===== src/hw/rtl/gqg_pkg.sv =====
// ----------------------------------------------------------------------------
// gqg_pkg
// Shared types and constants of the glyph quad generator.
// ----------------------------------------------------------------------------
package gqg_pkg;

  localparam int unsigned POS_W       = 32;
  localparam int unsigned TEX_W       = 17;
  localparam int unsigned CODE_W      = 8;
  localparam int unsigned CFG_IDX_W   = 3;
  localparam int unsigned CFG_DATA_W  = 16;
  localparam int unsigned QUEUE_DEPTH = 2;
  localparam int unsigned QUAD_VERTS  = 6;
  localparam int unsigned VIDX_W      = 3;

  localparam logic [CODE_W-1:0] ATLAS_FIRST  = 8'd32;
  localparam logic [CODE_W-1:0] NEWLINE_CODE = 8'd10;

  localparam logic [7:0]  CELL_W_RST  = 8'd32;
  localparam logic [7:0]  CELL_H_RST  = 8'd32;
  localparam logic [7:0]  GLYPH_W_RST = 8'd16;
  localparam logic [7:0]  GLYPH_H_RST = 8'd32;
  localparam logic [12:0] TEX_H_RST   = 13'd512;
  localparam logic [15:0] SCALE_RST   = 16'd256;

  typedef enum logic [CFG_IDX_W-1:0] {
    REG_COL_PITCH      = 3'd0,
    REG_ROW_PITCH      = 3'd1,
    REG_GLYPH_WIDTH    = 3'd2,
    REG_GLYPH_HEIGHT   = 3'd3,
    REG_TEXTURE_HEIGHT = 3'd4,
    REG_SCALE_FACTOR   = 3'd5
  } cfg_idx_e;

  typedef struct packed {
    logic [7:0]  col_pitch;
    logic [7:0]  row_pitch;
    logic [7:0]  glyph_width;
    logic [7:0]  glyph_height;
    logic [12:0] texture_height;
    logic [15:0] scale_factor;
  } cfg_t;

  // one queued glyph: screen corners and atlas cell
  typedef struct packed {
    logic [POS_W-1:0]  x0;
    logic [POS_W-1:0]  x1;
    logic [POS_W-1:0]  y0;
    logic [POS_W-1:0]  y1;
    logic [CODE_W-1:0] col;
    logic [CODE_W-1:0] row;
  } quad_t;

  typedef enum logic [1:0] {
    ITEM_START   = 2'd0,
    ITEM_NEWLINE = 2'd1,
    ITEM_DROP    = 2'd2,
    ITEM_GLYPH   = 2'd3
  } item_kind_e;

endpackage


===== src/hw/rtl/glyph_quad_generator_core.sv =====
// ----------------------------------------------------------------------------
// glyph_quad_generator_core
// Turns text characters into textured quads for a grid font atlas.
// ----------------------------------------------------------------------------
// The front end handles each request in the cycle it is accepted. A start
// request loads the pen, a newline lowers it, control codes are dropped;
// none of these gives output. A printable code is queued (two entries) and
// the back end sends its six vertices through a single output register, one
// vertex per cycle while the receiver is ready; the output limits the glyph
// stream. A glyph passes the queue entry, the working quad and the output
// register. The user must write registers on the configuration channel only
// while no glyph is in flight; the core itself does not enforce this.
module glyph_quad_generator_core #(
  parameter int unsigned ATLAS_COLUMNS = 16
) (
  input  logic                             clk_i,
  input  logic                             rst_ni,
  // configuration
  input  logic                             cfg_valid_i,
  output logic                             cfg_ready_o,
  input  logic [gqg_pkg::CFG_IDX_W-1:0]    cfg_index_i,
  input  logic [gqg_pkg::CFG_DATA_W-1:0]   cfg_data_i,
  // characters
  input  logic                             s_axis_tvalid,
  output logic                             s_axis_tready,
  input  logic [71:0]                      s_axis_tdata,  // char_code, start_x, start_y
  input  logic [0:0]                       s_axis_tuser,  // opcode
  // vertices
  output logic                             m_axis_tvalid,
  input  logic                             m_axis_tready,
  output logic [103:0]                     m_axis_tdata,  // vertex_x, vertex_y, tex_u, tex_v
  output logic                             m_axis_tlast   // last_vertex
);
  import gqg_pkg::*;

  cfg_t        cfg_q;
  logic        push, pop, full, avail;
  quad_t       push_data, head;
  logic [31:0] vx, vy;
  logic [16:0] tu, tv;

  assign cfg_ready_o = 1'b1;

  always_ff @(posedge clk_i or negedge rst_ni) begin
    if (!rst_ni) begin
      cfg_q.col_pitch      <= CELL_W_RST;
      cfg_q.row_pitch      <= CELL_H_RST;
      cfg_q.glyph_width    <= GLYPH_W_RST;
      cfg_q.glyph_height   <= GLYPH_H_RST;
      cfg_q.texture_height <= TEX_H_RST;
      cfg_q.scale_factor   <= SCALE_RST;
    end else if (cfg_valid_i && cfg_ready_o) begin
      unique case (cfg_index_i)
        REG_COL_PITCH:      cfg_q.col_pitch      <= cfg_data_i[7:0];
        REG_ROW_PITCH:      cfg_q.row_pitch      <= cfg_data_i[7:0];
        REG_GLYPH_WIDTH:    cfg_q.glyph_width    <= cfg_data_i[7:0];
        REG_GLYPH_HEIGHT:   cfg_q.glyph_height   <= cfg_data_i[7:0];
        REG_TEXTURE_HEIGHT: cfg_q.texture_height <= cfg_data_i[12:0];
        REG_SCALE_FACTOR:   cfg_q.scale_factor   <= cfg_data_i;
        default: ;
      endcase
    end
  end

  gqg_front #(
    .ATLAS_COLUMNS(ATLAS_COLUMNS)
  ) u_front (
    .clk_i        (clk_i),
    .rst_ni       (rst_ni),
    .cfg_i        (cfg_q),
    .req_valid_i  (s_axis_tvalid),
    .opcode_i     (s_axis_tuser[0]),
    .char_code_i  (s_axis_tdata[7:0]),
    .start_x_i    (s_axis_tdata[39:8]),
    .start_y_i    (s_axis_tdata[71:40]),
    .queue_full_i (full),
    .req_ready_o  (s_axis_tready),
    .push_o       (push),
    .push_data_o  (push_data)
  );

  gqg_queue u_queue (
    .clk_i       (clk_i),
    .rst_ni      (rst_ni),
    .push_i      (push),
    .push_data_i (push_data),
    .pop_i       (pop),
    .full_o      (full),
    .avail_o     (avail),
    .head_o      (head)
  );

  gqg_back u_back (
    .clk_i         (clk_i),
    .rst_ni        (rst_ni),
    .cfg_i         (cfg_q),
    .avail_i       (avail),
    .head_i        (head),
    .pop_o         (pop),
    .out_valid_o   (m_axis_tvalid),
    .out_ready_i   (m_axis_tready),
    .vertex_x_o    (vx),
    .vertex_y_o    (vy),
    .tex_u_o       (tu),
    .tex_v_o       (tv),
    .last_vertex_o (m_axis_tlast)
  );

  assign m_axis_tdata = {6'b0, tv, tu, vy, vx};

endmodule


===== src/hw/rtl/gqg_front.sv =====
// ----------------------------------------------------------------------------
// gqg_front
// Takes requests, classifies them, keeps the pen and queues glyph quads.
// ----------------------------------------------------------------------------
module gqg_front #(
  parameter int unsigned ATLAS_COLUMNS = 16
) (
  input  logic                clk_i,
  input  logic                rst_ni,
  input  gqg_pkg::cfg_t       cfg_i,
  input  logic                req_valid_i,
  input  logic                opcode_i,
  input  logic [7:0]          char_code_i,
  input  logic [31:0]         start_x_i,
  input  logic [31:0]         start_y_i,
  input  logic                queue_full_i,
  output logic                req_ready_o,
  output logic                push_o,
  output gqg_pkg::quad_t      push_data_o
);
  import gqg_pkg::*;

  typedef logic [2*CODE_W-1:0] cr_tab_t [2**CODE_W];

  // {row, col} of every atlas index, settled at elaboration
  function automatic cr_tab_t build_tab();
    cr_tab_t t;
    for (int i = 0; i < 2**CODE_W; i++) begin
      t[i] = {CODE_W'(i / ATLAS_COLUMNS), CODE_W'(i % ATLAS_COLUMNS)};
    end
    return t;
  endfunction

  localparam cr_tab_t CR_TAB = build_tab();

  logic [POS_W-1:0]    pen_x_q, pen_x_d;
  logic [POS_W-1:0]    pen_y_q, pen_y_d;
  item_kind_e          kind;
  logic                accept;
  logic [7:0]          mul_a;
  logic [23:0]         prod_a;
  logic [23:0]         prod_h;
  logic [POS_W-1:0]    len_a;
  logic [POS_W-1:0]    len_h;
  logic [CODE_W-1:0]   id;
  logic [2*CODE_W-1:0] cr;

  assign req_ready_o = !queue_full_i;
  assign accept      = req_valid_i && req_ready_o;

  always_comb begin
    if (!opcode_i) begin
      kind = ITEM_START;
    end else if (char_code_i == NEWLINE_CODE) begin
      kind = ITEM_NEWLINE;
    end else if (char_code_i < ATLAS_FIRST) begin
      kind = ITEM_DROP;
    end else begin
      kind = ITEM_GLYPH;
    end
  end

  // texel count times Q8.8 scale: Q16.8 lengths, moved to Q16.16
  assign mul_a  = (kind == ITEM_NEWLINE) ? cfg_i.row_pitch : cfg_i.glyph_width;
  assign prod_a = 24'(mul_a) * 24'(cfg_i.scale_factor);
  assign prod_h = 24'(cfg_i.glyph_height) * 24'(cfg_i.scale_factor);
  assign len_a  = {prod_a, 8'h00};
  assign len_h  = {prod_h, 8'h00};

  assign id = char_code_i - ATLAS_FIRST;
  assign cr = CR_TAB[id];

  always_comb begin
    push_data_o.x0  = pen_x_q;
    push_data_o.x1  = pen_x_q + len_a;
    push_data_o.y0  = pen_y_q;
    push_data_o.y1  = pen_y_q + len_h;
    push_data_o.row = cr[2*CODE_W-1:CODE_W];
    push_data_o.col = cr[CODE_W-1:0];
  end

  assign push_o = accept && (kind == ITEM_GLYPH);

  always_comb begin
    pen_x_d = pen_x_q;
    pen_y_d = pen_y_q;
    if (accept) begin
      unique case (kind)
        ITEM_START: begin
          pen_x_d = start_x_i;
          pen_y_d = start_y_i;
        end
        ITEM_NEWLINE: pen_y_d = pen_y_q - len_a;
        ITEM_GLYPH:   pen_x_d = push_data_o.x1;
        default: ;
      endcase
    end
  end

  always_ff @(posedge clk_i or negedge rst_ni) begin
    if (!rst_ni) begin
      pen_x_q <= '0;
      pen_y_q <= '0;
    end else begin
      pen_x_q <= pen_x_d;
      pen_y_q <= pen_y_d;
    end
  end

endmodule


===== src/hw/rtl/gqg_queue.sv =====
// ----------------------------------------------------------------------------
// gqg_queue
// Short queue of glyph quads between front and back.
// ----------------------------------------------------------------------------
module gqg_queue (
  input  logic           clk_i,
  input  logic           rst_ni,
  input  logic           push_i,
  input  gqg_pkg::quad_t push_data_i,
  input  logic           pop_i,
  output logic           full_o,
  output logic           avail_o,
  output gqg_pkg::quad_t head_o
);
  import gqg_pkg::*;

  localparam int unsigned PTR_W = (QUEUE_DEPTH > 1) ? $clog2(QUEUE_DEPTH) : 1;
  localparam int unsigned CNT_W = $clog2(QUEUE_DEPTH + 1);
  localparam logic [PTR_W-1:0] LAST_PTR = PTR_W'(QUEUE_DEPTH - 1);

  quad_t             mem_q [QUEUE_DEPTH];
  logic [PTR_W-1:0]  wr_ptr_q, wr_ptr_d;
  logic [PTR_W-1:0]  rd_ptr_q, rd_ptr_d;
  logic [CNT_W-1:0]  count_q, count_d;

  assign full_o  = (count_q == CNT_W'(QUEUE_DEPTH));
  assign avail_o = (count_q != '0);
  assign head_o  = mem_q[rd_ptr_q];

  always_comb begin
    wr_ptr_d = wr_ptr_q;
    rd_ptr_d = rd_ptr_q;
    count_d  = count_q;
    if (push_i) begin
      wr_ptr_d = (wr_ptr_q == LAST_PTR) ? '0 : wr_ptr_q + 1'b1;
    end
    if (pop_i) begin
      rd_ptr_d = (rd_ptr_q == LAST_PTR) ? '0 : rd_ptr_q + 1'b1;
    end
    if (push_i && !pop_i) begin
      count_d = count_q + 1'b1;
    end else if (pop_i && !push_i) begin
      count_d = count_q - 1'b1;
    end
  end

  always_ff @(posedge clk_i or negedge rst_ni) begin
    if (!rst_ni) begin
      wr_ptr_q <= '0;
      rd_ptr_q <= '0;
      count_q  <= '0;
    end else begin
      wr_ptr_q <= wr_ptr_d;
      rd_ptr_q <= rd_ptr_d;
      count_q  <= count_d;
    end
  end

  always_ff @(posedge clk_i) begin
    if (push_i) begin
      mem_q[wr_ptr_q] <= push_data_i;
    end
  end

endmodule


===== src/hw/rtl/gqg_back.sv =====
// ----------------------------------------------------------------------------
// gqg_back
// Loads a queued quad, works out its texels and sends six vertices.
// ----------------------------------------------------------------------------
module gqg_back (
  input  logic           clk_i,
  input  logic           rst_ni,
  input  gqg_pkg::cfg_t  cfg_i,
  input  logic           avail_i,
  input  gqg_pkg::quad_t head_i,
  output logic           pop_o,
  output logic           out_valid_o,
  input  logic           out_ready_i,
  output logic [31:0]    vertex_x_o,
  output logic [31:0]    vertex_y_o,
  output logic [16:0]    tex_u_o,
  output logic [16:0]    tex_v_o,
  output logic           last_vertex_o
);
  import gqg_pkg::*;

  localparam logic [VIDX_W-1:0] VIDX_LAST = VIDX_W'(QUAD_VERTS - 1);
  localparam logic [VIDX_W-1:0] V0 = VIDX_W'(0);
  localparam logic [VIDX_W-1:0] V1 = VIDX_W'(1);
  localparam logic [VIDX_W-1:0] V2 = VIDX_W'(2);
  localparam logic [VIDX_W-1:0] V3 = VIDX_W'(3);
  localparam logic [VIDX_W-1:0] V4 = VIDX_W'(4);

  // working quad
  logic                 quad_valid_q, quad_valid_d;
  logic [POS_W-1:0]     x0_q, x1_q, y0_q, y1_q;
  logic [TEX_W-1:0]     ul_q, ur_q, vu_q, vl_q;
  logic [TEX_W-1:0]     ul_d, ur_d, vu_d, vl_d;
  logic [15:0]          u_prod, v_prod;
  logic [VIDX_W-1:0]    vidx_q, vidx_d;

  logic                 out_valid_q, out_valid_d;
  logic                 out_free, emit, quad_done, load;
  logic [POS_W-1:0]     sel_x, sel_y;
  logic [TEX_W-1:0]     sel_u, sel_v;

  assign out_free  = !out_valid_q || out_ready_i;
  assign emit      = quad_valid_q && out_free;
  assign quad_done = emit && (vidx_q == VIDX_LAST);
  assign load      = avail_i && (!quad_valid_q || quad_done);
  assign pop_o     = load;

  assign u_prod = 16'(cfg_i.col_pitch) * 16'(head_i.col);
  assign v_prod = 16'(cfg_i.row_pitch) * 16'(head_i.row);
  assign ul_d   = TEX_W'(u_prod);
  assign ur_d   = ul_d + TEX_W'(cfg_i.glyph_width);
  assign vu_d   = TEX_W'(cfg_i.texture_height) - TEX_W'(v_prod);
  assign vl_d   = vu_d - TEX_W'(cfg_i.row_pitch);

  always_comb begin
    quad_valid_d = quad_valid_q;
    if (load) begin
      quad_valid_d = 1'b1;
    end else if (quad_done) begin
      quad_valid_d = 1'b0;
    end
    vidx_d = vidx_q;
    if (emit) begin
      vidx_d = quad_done ? '0 : vidx_q + 1'b1;
    end
    out_valid_d = out_valid_q;
    if (emit) begin
      out_valid_d = 1'b1;
    end else if (out_ready_i) begin
      out_valid_d = 1'b0;
    end
  end

  // two triangles: lower left, upper left, upper right, then lower left, upper right, lower right
  always_comb begin
    case (vidx_q) inside
      V0, V3: begin
        sel_x = x0_q; sel_y = y1_q; sel_u = ul_q; sel_v = vl_q;
      end
      V1: begin
        sel_x = x0_q; sel_y = y0_q; sel_u = ul_q; sel_v = vu_q;
      end
      V2, V4: begin
        sel_x = x1_q; sel_y = y0_q; sel_u = ur_q; sel_v = vu_q;
      end
      default: begin
        sel_x = x1_q; sel_y = y1_q; sel_u = ur_q; sel_v = vl_q;
      end
    endcase
  end

  always_ff @(posedge clk_i or negedge rst_ni) begin
    if (!rst_ni) begin
      quad_valid_q <= 1'b0;
      vidx_q       <= '0;
      out_valid_q  <= 1'b0;
    end else begin
      quad_valid_q <= quad_valid_d;
      vidx_q       <= vidx_d;
      out_valid_q  <= out_valid_d;
    end
  end

  always_ff @(posedge clk_i) begin
    if (load) begin
      x0_q <= head_i.x0;
      x1_q <= head_i.x1;
      y0_q <= head_i.y0;
      y1_q <= head_i.y1;
      ul_q <= ul_d;
      ur_q <= ur_d;
      vu_q <= vu_d;
      vl_q <= vl_d;
    end
    if (emit) begin
      vertex_x_o    <= sel_x;
      vertex_y_o    <= sel_y;
      tex_u_o       <= sel_u;
      tex_v_o       <= sel_v;
      last_vertex_o <= (vidx_q == VIDX_LAST);
    end
  end

  assign out_valid_o = out_valid_q;

endmodule


===== config.mk =====
export PLATFORM = sky130hd
export DESIGN_NAME = glyph_quad_generator_core
export DESIGN_NICKNAME = d
export VERILOG_FILES = /design/src/hw/rtl/gqg_pkg.sv /design/src/hw/rtl/glyph_quad_generator_core.sv /design/src/hw/rtl/gqg_front.sv /design/src/hw/rtl/gqg_queue.sv /design/src/hw/rtl/gqg_back.sv
export SDC_FILE = /design/constraint.sdc
export NUM_CORES = 2
export LEC_CHECK = 0
export BUFFER_PORTS_ARGS = -buffer_cell sky130_fd_sc_hd__buf_2
export CAP_MARGIN = 25
export CORE_ASPECT_RATIO = 0.75
export CORE_MARGIN = 1
export CORE_UTILIZATION = 25
export CTS_CLUSTER_SIZE = 14
export DETAILED_ROUTE_END_ITERATION = 10
export GPL_ROUTABILITY_DRIVEN = 0
export GPL_TIMING_DRIVEN = 0
export SYNTH_ARGS = -nofsm -noshare
export SYNTH_HDL_FRONTEND = slang
export SYNTH_SLANG_ARGS = --single-unit

===== constraint.sdc =====
create_clock -name clk_i -period 9.85 [get_ports clk_i]
set_input_delay 0.985 -clock clk_i [delete_from_list [all_inputs] [get_ports clk_i]]
set_output_delay 0.985 -clock clk_i [all_outputs]
set_load 0.005 [all_outputs]

### Yosys cells after proc, flatten, opt, wreduce, memory -nomap -nowiden

Memory sizes are Yosys's and may differ from the RTL's.
Cells that the tools add are included.

| storage, ports and cells | value |
|---|---|
| register bits after elaboration | 428 |
| memory bits (writable) | 288 |
| memory bits (read-only) | 4,096 |
| bits of input ports | 97 |
| output and inout port bits | 108 |
| memories | 2 |

| cells by class | value |
|---|---|
| add/sub/neg operators | 12 |
| multiply operators | 4 |
| order comparisons | 2 |
| eq/ne operators | 14 |
| muxes and demuxes | 29 |
| bitwise operators | 1 |
| reduce and logical (&&, ||, !) cells | 34 |

Memories:

| memory | depth | bits a word | rd ports | clocked after memory_dff | wr ports | RTL line | source |
|---|---|---|---|---|---|---|---|
| (name not given) | 256 | 16 | 1 | 0 | 0 | gqg_front.sv:71 | `assign cr = CR_TAB[id];` |
| u_queue.mem_q | 2 | 144 | 1 | 0 | 1 | gqg_queue.sv:21 | `quad_t mem_q [QUEUE_DEPTH];` |

Operator list:

| cell | count |
|---|---|
| $mux 32 | 5 |
| $pmux 32 s2 | 2 |
| $add 32x32->32 | 2 |
| $mux 16 | 4 |
| $mux 17 | 3 |
| $mul 8x16->24 | 2 |
| $mul 8x8->16 | 2 |
| $sub 32x32->32 | 1 |
| $add 16x8->17 | 1 |
| $sub 13x16->17 | 1 |
| $sub 17x8->17 | 1 |
| $reduce_and 2->1 | 8 |
| $eq 3x2->1 const B | 4 |
| $eq 3x3->1 const B | 4 |
| $reduce_bool 2->1 | 6 |
| $ge 9x9->1 const B | 1 |
| $mux 1 | 9 |
| $not 8->9 | 1 |
| $eq 8x4->1 const B | 1 |
| $lt 8x6->1 const B | 1 |
| $mux 2 | 4 |
| $mux 8 | 1 |
| $sub 8x6->8 const B | 1 |
| $logic_and 1x1->1 | 7 |
| other kinds (14) | 24 |

### Logic depth before layout (Yosys ltp)

| depth | value |
|---|---|
| depth after elaboration | 10 |
| mapped depth | 37 |
| gate-level depth less buffers | 34 |

### Modules after synthesis

Synthesis repeated with hierarchy kept, for this count alone.

| second synthesis, totals | value |
|---|---|
| cells, all modules | 3,470 |
| area, all modules | 43,676.9 um^2 |

By module, submodules not included:

| module | instances | cells an instance | area an instance (um^2) |
|---|---|---|---|
| gqg_back | 1 | 1,157 | 16,119.2 |
| gqg_front | 1 | 1,707 | 14,396.3 |
| gqg_queue | 1 | 464 | 10,770.3 |
| glyph_quad_generator_core | 1 | 142 | 2,391.0 |

### Worst setup path before layout

OpenSTA, ideal clock, no wires.

| path | value |
|---|---|
| kind | input to register |
| from | in s_axis_tdata[0] |
| to | reg u_front.pen_y_q[31] |
| library setup time | 127 ps |
| data arrival time | 8,113 ps |
| data required time | 9,723 ps |
| path slack | 1,610 ps |
| cell stages on the path | 33 |
| path buffers | 3 |
| cell sequence | nor4b_1 > and3_1 > clkbuf_1 > nand2_1 > clkbuf_1 > o21ai_1 > clkbuf_1 > nand2_1 > fa_1 > inv_1 > fa_1 > fa_1 > inv_1 > fa_1 > inv_1 > ha_1 > or2_2 > and2_1 > o22ai_1 > o21ai_1 > or2_2 > xor2_1 > inv_1 > ha_1 > and3_1 > a21oi_1 > nor2_1 > a2111oi_0 > a31oi_1 > a221o_1 > a21oi_1 > xnor2_1 > o21ai_1 |

| between the ends | value |
|---|---|
| cells in the longest elaborated chain, start to end | 9 |
| elaborated cells between the ends (all ways) | 13 |
| classes of those cells | add/sub (1); mul (1); order compare (1); eq/ne (2); mux (5); reduce/logical (3) |

Ends and longest elaborated chain:

| element | RTL line | source |
|---|---|---|
| start: declaration | glyph_quad_generator_core.sv:26 | `input logic [71:0] s_axis_tdata,` |
| $lt 8x6->1 | gqg_front.sv:56 | `end else if (char_code_i < ATLAS_FIRST) begin` |
| $mux 1 | gqg_front.sv:56 |  |
| $mux 2 * | gqg_front.sv:54 | `end else if (char_code_i == NEWLINE_CODE) begin` |
| $mux 2 * | gqg_front.sv:52 | `if (!opcode_i) begin` |
| $eq 2x1->1 | gqg_front.sv:64, gqg_front.sv:88 |  |
| $mux 8 | gqg_front.sv:64 | `assign mul_a = (kind == ITEM_NEWLINE) ? cfg_i.row_pitch : cfg_i.glyph_width;` |
| $mul 8x16->24 | gqg_front.sv:65 | `assign prod_a = 24'(mul_a) * 24'(cfg_i.scale_factor);` |
| $sub 32x32->32 | gqg_front.sv:93 | `ITEM_NEWLINE: pen_y_d = pen_y_q - len_a;` |
| $pmux 32 s2 | gqg_front.sv:88 | `unique case (kind)` |
| end signal: assignment | gqg_front.sv:106 | `pen_y_q <= pen_y_d;` |
| end: declaration | gqg_front.sv:37 | `logic [POS_W-1:0] pen_y_q, pen_y_d;` |

Every way passes the cells marked *; elsewhere a longest branch is shown, timed or not.
A chain may end at the register's enable or synchronous reset.

### Worst setup path in the final report

Ends and elaborated chain as after synthesis.

==> impl_metrics.json <==
{
  "outcome": "completed",
  "avgSynthCellArea_sq_um": 12.5,
  "rr_worst_depth": 29,
  "postCtsSetupBuffers": 0,
  "drive_gt1_share_pct": 19.0,
  "holdWs_ns": 0.332,
  "routed_wl_mm": 96.1,
  "slowest_delay_ns": 0.49,
  "yosys.area.top_type": "edfxtp_1",
  "cts.clk_slew.worst_paths_ns": 0.06,
  "worstSetupStartpoint": "s_axis_tdata[0]",
  "endpoint_kind": "flip-flop",
  "cts_tree": "done",
  "hold_viol_final": 0,
  "r2r-start": "cfg_q[47]$_DFFE_PN0P_",
  "max_freq_mhz": 107,
  "antenna_found_initial": 8,
  "ys_seq_area_share_pct": 49.2,
  "timing.final.crit_period_ns": 9.36,
  "cts_hold_buf": 0,
  "arrival_ns": 9.90,
  "syn_to_final_growth_pct": 17.3,
  "vias_per_cell": 4.35,
  "reg2reg_slack_ns": 1.78,
  "mostFrequentLayoutCells": "edfxtp_1, inv_1, nand2_1",
  "r2r_end": "u_front.pen_y_q[31]$_DFFE_PN0P_",
  "dieArea_sq_um": 153000,
  "clk_path_buf_depth": 3,
  "numCtsBuffers": 75,
  "synth_top_area_share_pct": 40.4,
  "hold_path_class": "primary input to async pin",
  "slew_headroom_pct": 28.1,
  "grt_max_degree": 111,
  "drtPass1Iterations": 6,
  "ys_ff_latch": 643,
  "crit_fanout": 10,
  "core_sq_um": 150000,
  "io_pins": 205,
  "ctsResizeCount": 13,
  "rsz0062_at_grt": "no",
  "start_util_pct": 25.2,
  "max_slew.worst_pin.slew_ns": 1.08,
  "die_x_um": 451,
  "critical_path_required_ns": 10.39,
  "drt_iter0_markers": 1474,
  "wl_per_cell_um": 17.8,
  "die_h_um": 339,
  "drv_cap": 0,
  "drcViolationCount": 0,
  "async_flop_share_pct": 20.8,
  "setup_viol": 0,
  "grt_usage_pct": 12.4,
  "cp-start-kind": "primary input",
  "first_global_vias": 23500,
  "fin_crit_sh_pct": 95.1,
  "cp-endpoint": "u_front.pen_y_q[31]$_DFFE_PN0P_",
  "layout_commonest_cell": "edfxtp_1",
  "path_class": "primary input to flip-flop",
  "slew_viol_final": 0,
  "ant_nets": 0,
  "dr_total_vias": 23500,
  "syn-instance-count": 3039,
  "root_buffer": "clkbuf_16",
  "row_count": 123,
  "yosysUniqueCellTypes": 75,
  "grt_pass1_wl_mm": 145,
  "synth-edff-count": 509,
  "synth_area_sq_um": 37900,
  "gr-total-overflow": 0,
  "nFillCells": 15300,
  "place.port_buffers": 191,
  "h-tree-depth": 3,
  "fin_skew_ns": 0.0844,
  "synthTopCellsByArea": "edfxtp_1, fa_1, dfrtp_1",
  "dp_hpwl_mm": 73.2,
  "clk_latency_ns": 0.69,
  "cts.sinks": 643,
  "fin_nets": 3888,
  "cpMaxStageDelayCell": "fa_1",
  "ys.warnings.count": 0,
  "synth_flop_cell": "edfxtp_1"
}
==> cell families after synthesis <==
kind of cell | after synthesis | share of synthesized area, %
adder cells (fa/ha/maj) | 459 | 19.3
AND/OR/NAND/NOR | 677 | 8.64
other | 2 | 0.0198
multiplexers | 273 | 8.02
XOR/XNOR | 145 | 3.37
AO/OA/AOI/OAI | 432 | 7.29
flip-flops | 643 | 49.2
buffers and inverters | 408 | 4.16
==> how the worst min path moves through the flow <==
stage                                   startpoint                              end  cells past startpoint
final                                       rst_ni  u_front.pen_x_q[19]$_DFFE_PN0P_                      1
after global placement    u_back.y1_q[4]$_DFFE_PP_   u_back.vertex_y_o[4]$_DFFE_PP_                      0
after global routing                        rst_ni  u_front.pen_x_q[19]$_DFFE_PN0P_                      1
after detailed placement  u_back.x1_q[6]$_DFFE_PP_   u_back.vertex_x_o[6]$_DFFE_PP_                      0
after floorplan           u_back.x1_q[0]$_DFFE_PP_   u_back.vertex_x_o[0]$_DFFE_PP_                      0
after CTS                                   rst_ni  u_front.pen_x_q[20]$_DFFE_PN0P_                      1
==> registers in the layout, indices dropped and copies added, names as in the netlist, 13 cells and up <==
register,flops
cfg_q,61
u_back.tex_u_o,14
u_back.tex_v_o,17
u_back.ul_q,13
u_back.ur_q,14
u_back.vertex_x_o,32
u_back.vertex_y_o,32
u_back.vl_q,17
u_back.vu_q,17
u_back.x0_q,24
u_back.x1_q,32
u_back.y0_q,24
u_back.y1_q,32
u_front.pen_x_q,32
u_front.pen_y_q,32
u_queue.mem_q,240
==> through the flow <==
step / utilization, % / cells / setup TNS, ns / cell area [sq um] / worst slack (ns)
floorplan: - / 3047 / 0 / 37900 / 1.61
global placement: 27.5 / 5238 / -393.46 / 41400 / -3.06
detailed placement: 27.8 / 5253 / -30.12 / 41700 / -1.31
CTS: 29.5 / 5391 / 0 / 44300 / 0.0334
global route: 29.6 / 5399 / 0 / 44400 / 0.0540
finish: 29.6 / 5399 / 0 / 44400 / 0.487
==> worst max-delay path: cells and delay by family <==
family | cells | cell delay [ns]
buffers and inverters | 8 | 1.40
AO/OA/AOI/OAI | 10 | 2.56
XOR/XNOR | 2 | 0.44
adder cells (fa/ha/maj) | 6 | 2.54
AND/OR/NAND/NOR | 10 | 1.94
==> cell usage after synthesis, types with 21 or more instances <==
master,number
nand3_1,25
o22ai_1,29
nor2_1,91
and2_1,153
nand2_1,284
mux2_2,245
xor2_1,47
o21a_1,21
clkbuf_1,87
o21bai_1,25
edfxtp_1,509
o21ai_0,70
o21ai_1,36
fa_1,207
inv_1,307
ha_1,252
nor2b_1,44
dfrtp_1,128
mux2i_1,28
a21oi_1,117
a21o_1,49
xnor2_1,97
==> routing by layer <==
metal	vias to the layer above	wire length (um)	share of wire (%)	track usage [%]
met5	-	69	0.072	0
li1	11100	-	-	-
met4	12	3180	3.3	4.53
met1	11600	43400	45	16.9
met2	574	42700	44	19.0
met3	135	6800	7.1	3.16
==> cell type report <==
type	instances	area, sq um	area share (%)
sequential	643	18600	42.0
buffer	101	435	0.980
antenna	6	15.0	0.0338
tap	2000	2500	5.63
multi-input combinational	1996	17800	40.1
clock buffer	93	1990	4.49
timing repair buffer	208	1270	2.85
inverter	307	1160	2.62
clock inverter	45	586	1.32
Power is not shown: default switching activity piles up to over one toggle a cycle in this logic, so the estimate is an artifact.
